$ cat src/rtl/text_line_offset_index_assert.svh
// ----------------------------------------------------------------------------
// Assertion macros for the line-offset index
// Concurrent assertion wrappers shared by the front and back ends of the
// block. They compile to nothing when NO_ASSERTIONS is defined.
// ----------------------------------------------------------------------------
`ifndef TEXT_LINE_OFFSET_INDEX_ASSERT_SVH
`define TEXT_LINE_OFFSET_INDEX_ASSERT_SVH

`ifndef NO_ASSERTIONS

// Checked on every rising edge while the block is out of reset.
`define TLOI_ASSERT(lbl, clk, rst_n, prop) \
    lbl: assert property (@(posedge clk) disable iff (!rst_n) prop) \
        else $error("%m: check failed");

// Same check with a message of its own.
`define TLOI_ASSERT_MSG(lbl, clk, rst_n, prop, msg) \
    lbl: assert property (@(posedge clk) disable iff (!rst_n) prop) \
        else $error(msg);

`else

`define TLOI_ASSERT(lbl, clk, rst_n, prop)
`define TLOI_ASSERT_MSG(lbl, clk, rst_n, prop, msg)

`endif

`endif

$ cat src/rtl/tloi_pkg.sv
// ----------------------------------------------------------------------------
// Line-offset index package
// Shared constants, command and status codes, and types of the block.
// ----------------------------------------------------------------------------
package tloi_pkg;

    // Default sizes of the line-start table and of text offsets.
    localparam int MAX_LINES_DEFAULT   = 1024;
    localparam int OFFSET_BITS_DEFAULT = 20;

    // Fixed field widths.
    localparam int CMD_W    = 3;
    localparam int STATUS_W = 3;
    localparam int BYTE_W   = 8;

    // Depth of the request queue between front and back.
    localparam int QUEUE_DEPTH = 2;

    localparam logic [BYTE_W-1:0] NEWLINE_BYTE = 8'h0A;

    // Command codes as they arrive on the input stream.
    localparam logic [CMD_W-1:0] CMD_CLEAR    = 3'd0;
    localparam logic [CMD_W-1:0] CMD_APPEND   = 3'd1;
    localparam logic [CMD_W-1:0] CMD_LINE     = 3'd2;
    localparam logic [CMD_W-1:0] CMD_LOCATE   = 3'd3;
    localparam logic [CMD_W-1:0] CMD_POSITION = 3'd4;

    // Status codes of a result.
    localparam logic [STATUS_W-1:0] ST_OK         = 3'd0;
    localparam logic [STATUS_W-1:0] ST_BAD_LINE   = 3'd1;
    localparam logic [STATUS_W-1:0] ST_BAD_OFFSET = 3'd2;
    localparam logic [STATUS_W-1:0] ST_BAD_COLUMN = 3'd3;
    localparam logic [STATUS_W-1:0] ST_OVERFLOW   = 3'd4;

    // Operation after classification in the front end.
    typedef enum logic [2:0] {
        OP_CLEAR,
        OP_APPEND_CHAR,
        OP_APPEND_NL,
        OP_LINE,
        OP_LOCATE,
        OP_POSITION,
        OP_NONE
    } t_op;

    // Back-end sequencer states.
    typedef enum logic [2:0] {
        B_IDLE,
        B_READ_BEGIN,
        B_READ_STOP,
        B_SEARCH,
        B_DONE
    } t_back_state;

    // Head-of-queue control handed from front to back.
    typedef struct packed {
        logic valid;
        t_op  op;
    } t_req_ctl;

endpackage

$ cat src/rtl/tloi_front.sv
// ----------------------------------------------------------------------------
// Line-offset index front end
// Accepts requests, classifies each command into an operation and holds
// them in a short queue for the back end.
// ----------------------------------------------------------------------------
`include "text_line_offset_index_assert.svh"

module tloi_front
    import tloi_pkg::*;
#(
    parameter int MAX_LINES   = MAX_LINES_DEFAULT,
    parameter int OFFSET_BITS = OFFSET_BITS_DEFAULT
) (
    input  logic                                i_clk,
    input  logic                                i_rst_n,
    input  logic                                i_valid,
    output logic                                o_ready,
    input  logic [CMD_W-1:0]                    i_cmd,
    input  logic [BYTE_W-1:0]                   i_text_byte,
    input  logic [$clog2(MAX_LINES)-1:0]        i_line_number,
    input  logic [OFFSET_BITS-1:0]              i_column,
    input  logic [OFFSET_BITS-1:0]              i_text_offset,
    output t_req_ctl                            o_req,
    output logic [$clog2(MAX_LINES)-1:0]        o_req_line,
    output logic [OFFSET_BITS-1:0]              o_req_col,
    output logic [OFFSET_BITS-1:0]              o_req_off,
    input  logic                                i_pop
);

    localparam int LINE_BITS = $clog2(MAX_LINES);
    localparam int QPTR_BITS = (QUEUE_DEPTH > 1) ? $clog2(QUEUE_DEPTH) : 1;
    localparam int CNT_BITS  = $clog2(QUEUE_DEPTH + 1);

    t_op                    cls_op;
    logic                   req_push;

    t_op                    r_q_op   [QUEUE_DEPTH];
    logic [LINE_BITS-1:0]   r_q_line [QUEUE_DEPTH];
    logic [OFFSET_BITS-1:0] r_q_col  [QUEUE_DEPTH];
    logic [OFFSET_BITS-1:0] r_q_off  [QUEUE_DEPTH];

    logic [QPTR_BITS-1:0]   r_wr_ptr, n_wr_ptr;
    logic [QPTR_BITS-1:0]   r_rd_ptr, n_rd_ptr;
    logic [CNT_BITS-1:0]    r_count,  n_count;

    // Command decode; appends are split by whether the byte ends a line.
    always_comb begin
        unique case (i_cmd)
            CMD_CLEAR:    cls_op = OP_CLEAR;
            CMD_APPEND:   cls_op = (i_text_byte == NEWLINE_BYTE) ? OP_APPEND_NL
                                                                 : OP_APPEND_CHAR;
            CMD_LINE:     cls_op = OP_LINE;
            CMD_LOCATE:   cls_op = OP_LOCATE;
            CMD_POSITION: cls_op = OP_POSITION;
            default:      cls_op = OP_NONE;
        endcase
    end

    assign o_ready  = (r_count != CNT_BITS'(QUEUE_DEPTH));
    assign req_push = i_valid && o_ready;

    // Queue pointer and fill bookkeeping.
    always_comb begin
        n_wr_ptr = r_wr_ptr;
        n_rd_ptr = r_rd_ptr;
        n_count  = r_count;
        if (req_push) begin
            n_wr_ptr = (r_wr_ptr == QPTR_BITS'(QUEUE_DEPTH - 1)) ? '0
                                                                  : r_wr_ptr + 1'b1;
        end
        if (i_pop) begin
            n_rd_ptr = (r_rd_ptr == QPTR_BITS'(QUEUE_DEPTH - 1)) ? '0
                                                                  : r_rd_ptr + 1'b1;
        end
        if (req_push && !i_pop) begin
            n_count = r_count + 1'b1;
        end else if (!req_push && i_pop) begin
            n_count = r_count - 1'b1;
        end
    end

    always_ff @(posedge i_clk) begin
        if (!i_rst_n) begin
            r_wr_ptr <= '0;
            r_rd_ptr <= '0;
            r_count  <= '0;
        end else begin
            r_wr_ptr <= n_wr_ptr;
            r_rd_ptr <= n_rd_ptr;
            r_count  <= n_count;
        end
    end

    // Queue storage holds payload only.
    always_ff @(posedge i_clk) begin
        if (req_push) begin
            r_q_op[r_wr_ptr]   <= cls_op;
            r_q_line[r_wr_ptr] <= i_line_number;
            r_q_col[r_wr_ptr]  <= i_column;
            r_q_off[r_wr_ptr]  <= i_text_offset;
        end
    end

    // Head of the queue toward the back end.
    assign o_req.valid = (r_count != '0);
    assign o_req.op    = r_q_op[r_rd_ptr];
    assign o_req_line  = r_q_line[r_rd_ptr];
    assign o_req_col   = r_q_col[r_rd_ptr];
    assign o_req_off   = r_q_off[r_rd_ptr];

    `TLOI_ASSERT(a_count_bound, i_clk, i_rst_n, r_count <= CNT_BITS'(QUEUE_DEPTH))
    `TLOI_ASSERT_MSG(a_pop_nonempty, i_clk, i_rst_n, i_pop |-> (r_count != '0), "pop from empty queue")
    `TLOI_ASSERT(a_fill_step, i_clk, i_rst_n, (req_push && !i_pop) |=> (r_count == $past(r_count) + 1'b1))

endmodule

$ cat config.mk
export PLATFORM = sky130hd
export DESIGN_NAME = tloi_front
export DESIGN_NICKNAME = d
export VERILOG_FILES = /design/src/rtl/tloi_pkg.sv /design/src/rtl/tloi_front.sv
export VERILOG_INCLUDE_DIRS = /design/src /design/src/rtl
export SDC_FILE = /design/constraint.sdc
export NUM_CORES = 1
export LEC_CHECK = 0
export BUFFER_PORTS_ARGS = -buffer_cell sky130_fd_sc_hd__buf_2
export CORE_MARGIN = 2
export CORE_UTILIZATION = 48
export DETAILED_ROUTE_END_ITERATION = 10
export PLACE_DENSITY = 0.76
export SLEW_MARGIN = 25
export SYNTH_ARGS = -nofsm -noshare
export SYNTH_HDL_FRONTEND = slang
export SYNTH_SLANG_ARGS = --single-unit
$ cat constraint.sdc
create_clock -name i_clk -period 3.9 [get_ports i_clk]
set_clock_uncertainty 0.05 [all_clocks]
set_input_delay 0.195 -clock i_clk [delete_from_list [all_inputs] [get_ports i_clk]]
set_output_delay 0.195 -clock i_clk [all_outputs]
set_load 0.05 [all_outputs]
==> results.cfg <==
[status]
outcome = finished clean

[pwr]
finalPower_mw = 2.79
sequentialPowerShare_pct = 53.1
power.switching_mw = 0.895
p_int_mw = 1.90
p_sw_share_pct = 32.1
power_frac_comb_pct = 25.0
clkPwrFrac_pct = 21.8
power.density_nw_per_um2 = 504
p_leak_nw = 2.11
ir_drop_v = 0.000309

[clocking]
clk_pin_slew_ns = 0.09
root_buffer = clkbuf_8
insertion_delay_ns = 0.35
cts_sinks = 111
cts_tree = done
cts_hold_buf = 50
h-tree-depth = 3
cts_buffer_depth = 2
cts-resized-gates = 0
post_cts_buffers = 0
cts-buffers-inserted = 9

[final_layout]
finalCoreUtilization_pct = 66.7
area_delta_synth_final_pct = 33.7
layoutNonFillerInstCount = 487
diodes = 0
nFillCells = 599
post_route_cells_drive_above_1_share_pct = 51.6
stdcell_area_um2 = 5530
nets = 443

[setup_path]
critPathLaunchType = flop
worstPathArrival_ns = 2.20
reg2reg_depth = 3
crit_path_cell_trace = buf_4, mux2_2, buf_2
reg2reg_to = r_q_off[1][13]
cpPeakStageDelay_ns = 0.75
critPathRequiredTime_ns = 3.65
crit_path_end_kind = primary output
crit_type = flop to primary output
r2r_slack_ns = 1.73
critPathMaxFanout = 28
cp_slowest_cell = dfxtp_2
r2r_start = r_count[0]

[global_route]
grt_use_met1_pct = 21.2
grt_usage_pct = 16.6
grt_pass1_wl_um = 12100
grt_max_degree = 37
grt_pass1_vias = 2501
use_met2_pct = 27.4
grt-busiest-layer = met2
antenna_found_initial = 0
grt_remaining_overflow = 0
use_met3_pct = 4.41

[floorplanning]
die_x_um = 96.9
die_y_um = 96.9
dieArea_um2 = 9380
row_count = 33
ioPinCount = 120
start_util_pct = 49.9
core_um2 = 8300

[synthesis]
synth_seq_cells = 111
synth_warnings = 0
synth.area.mux_share_pct = 14.7
synth_fa_ha_area_share_pct = 0.302
synth-simple-area-share_pct = 2.87
syn_avg_cell_area_um2 = 20.7
syn_nets = 266
netlist_area_um2 = 4140
synth_cells = 200
synthXorXnorAreaFrac_pct = 0.635
synth_cell_type_count = 24
synth_compound_area_share_pct = 1.30
ys_seq_area_share_pct = 79.3
synth_top_family_by_area = multiplexers

[drt]
dr.pass1.iters = 4
vias = 2371
postRouteAntennaNets = 0
viasPerCell = 4.87
drt_iter0_drc = 67
drcViolationCount = 0
totalWireLength_um = 7660
wl_per_cell_um = 15.7

[sta]
report.final.hold_viol_count = 0
rsz0062_at_grt = false
period_needed_ns = 2.44
setup_violations = 0
worst_slew_pin_slew_ns = 0.865
fin_setup_tns_ns = 0
max_freq_ghz = 0.410
slew_headroom_pct = 42.3
slew_viol_final = 0
min_period_over_period_pct = 62.6

[worst_hold_path]
hold_class = input pin to flop
hp-start = i_rst_n
min_to = r_rd_ptr
hold_depth = 2

[run]
max-cap-violations = 0

[placed_design]
place_area_um2 = 4860
dp_cells = 421
gp_congestion = 0.708
dp_hpwl_um = 4720
port_buffers = 119
[final cells by class]
type	count	area [um^2]	area share, %
Clock inverter	6	43.8	0.791
Inverter	2	7.51	0.136
Multi-Input combinational cell	81	820	14.8
Sequential cell	111	3280	59.4
Timing Repair Buffer	172	1120	20.2
Tap cell	105	131	2.37
Clock buffer	10	128	2.31
[power by group through the flow]
stage	combinational (mW)	sequential (mW)	clock (mW)
after floorplan	0.515	1.49	0
after global placement	0.656	1.50	0
after detailed placement	0.663	1.51	0
after CTS	0.705	1.48	0.636
after global routing	0.734	1.49	0.683
final	0.699	1.48	0.610
[synth_stat cells]
| master | count | area share [%] |
|---|---|---|
| edfxtp_1 | 106 | 77 |
| mux2_2 | 53 | 14 |
| buf_2 | 6 | 0.73 |
| dfxtp_1 | 5 | 2.4 |
| and2_1 | 4 | 0.60 |
| a21boi_0 | 2 | 0.36 |
| inv_1 | 2 | 0.18 |
| nand2b_1 | 2 | 0.30 |
| nor2_1 | 2 | 0.18 |
| nor2b_1 | 2 | 0.30 |
| o21ai_0 | 2 | 0.24 |
| xor2_1 | 2 | 0.42 |
| a21bo_2 | 1 | 0.24 |
| a21o_1 | 1 | 0.18 |
| a221o_2 | 1 | 0.27 |
| and3_1 | 1 | 0.15 |
| ha_1 | 1 | 0.30 |
| mux2i_1 | 1 | 0.24 |
| nand3b_1 | 1 | 0.18 |
| nand4bb_4 | 1 | 0.67 |
| or2_2 | 1 | 0.15 |
| or3_1 | 1 | 0.15 |
| or4_1 | 1 | 0.18 |
| xnor2_1 | 1 | 0.21 |
[sequential cells by signal (all words and copies together), names as in the netlist, named ones only]
signal	count
r_q_col	40
r_count	2
r_q_op	6
r_q_off	40
r_wr_ptr	1
r_q_line	20
r_rd_ptr	1
[worst max-delay path: cells and delay by family, from the launching register on]
| family | cells | cell delay (ns) |
|---|---|---|
| buffers and inverters | 2 | 0.67 |
| muxes | 1 | 0.39 |
| DFF | 1 | 0.75 |
[per-stage QoR]
step           hold slack, ns  setup WS, ns
2_1_floorplan           0.244          1.16
3_3_place_gp            0.335          1.77
3_5_place_dp            0.337          1.68
4_1_cts                0.0164          1.41
5_1_grt                0.0207          1.31
6_report               0.0406          1.46
[layout by cell type, fill, tap and decap left out, types with 2 or more instances in the layout]
cell,instances
buf_2,119
buf_4,3
xor2_1,2
dlygate4sd3_1,50
clkbuf_8,9
dfxtp_1,4
a21boi_0,2
nor2_1,2
edfxtp_1,106
inv_6,2
and2_1,4
nor2b_1,2
clkinv_2,2
o21ai_0,2
nand2b_1,2
mux2_2,53
[kinds of logic (layout without fill, tap and decap cells)]
family	Yosys count	after routing
buffers and inverters	8	190
xor gates and xnor gates	3	3
AOI/OAI and AO/OA	7	7
DFF	111	111
adders and majority gates	1	1
muxes	54	54
and+or+nand+nor	16	16
[how the worst max path moves through the flow]
stage,startpoint,endpoint,slack [ns],cells past startpoint
3_5_place_dp,r_count[0],r_q_off[1][0],1.68,3
2_1_floorplan,r_count[0],r_q_col[1][0],1.16,2
3_3_place_gp,r_count[0],r_q_off[1][9],1.77,3
6_report,flop,o_req_col[4],1.46,3
4_1_cts,flop,o_req_col[4],1.41,3
5_1_grt,flop,o_req_line[8],1.31,3
[per-layer routing]
metal | part of all wire (%) | up-vias | wire length [um]
li1 | - | 1133 | -
met1 | 42 | 1154 | 3230
met2 | 52 | 78 | 3980
met3 | 4.9 | 6 | 376
met4 | 0.94 | 0 | 72
met5 | 0 | - | 0
Power figures use the tool's default switching activity.
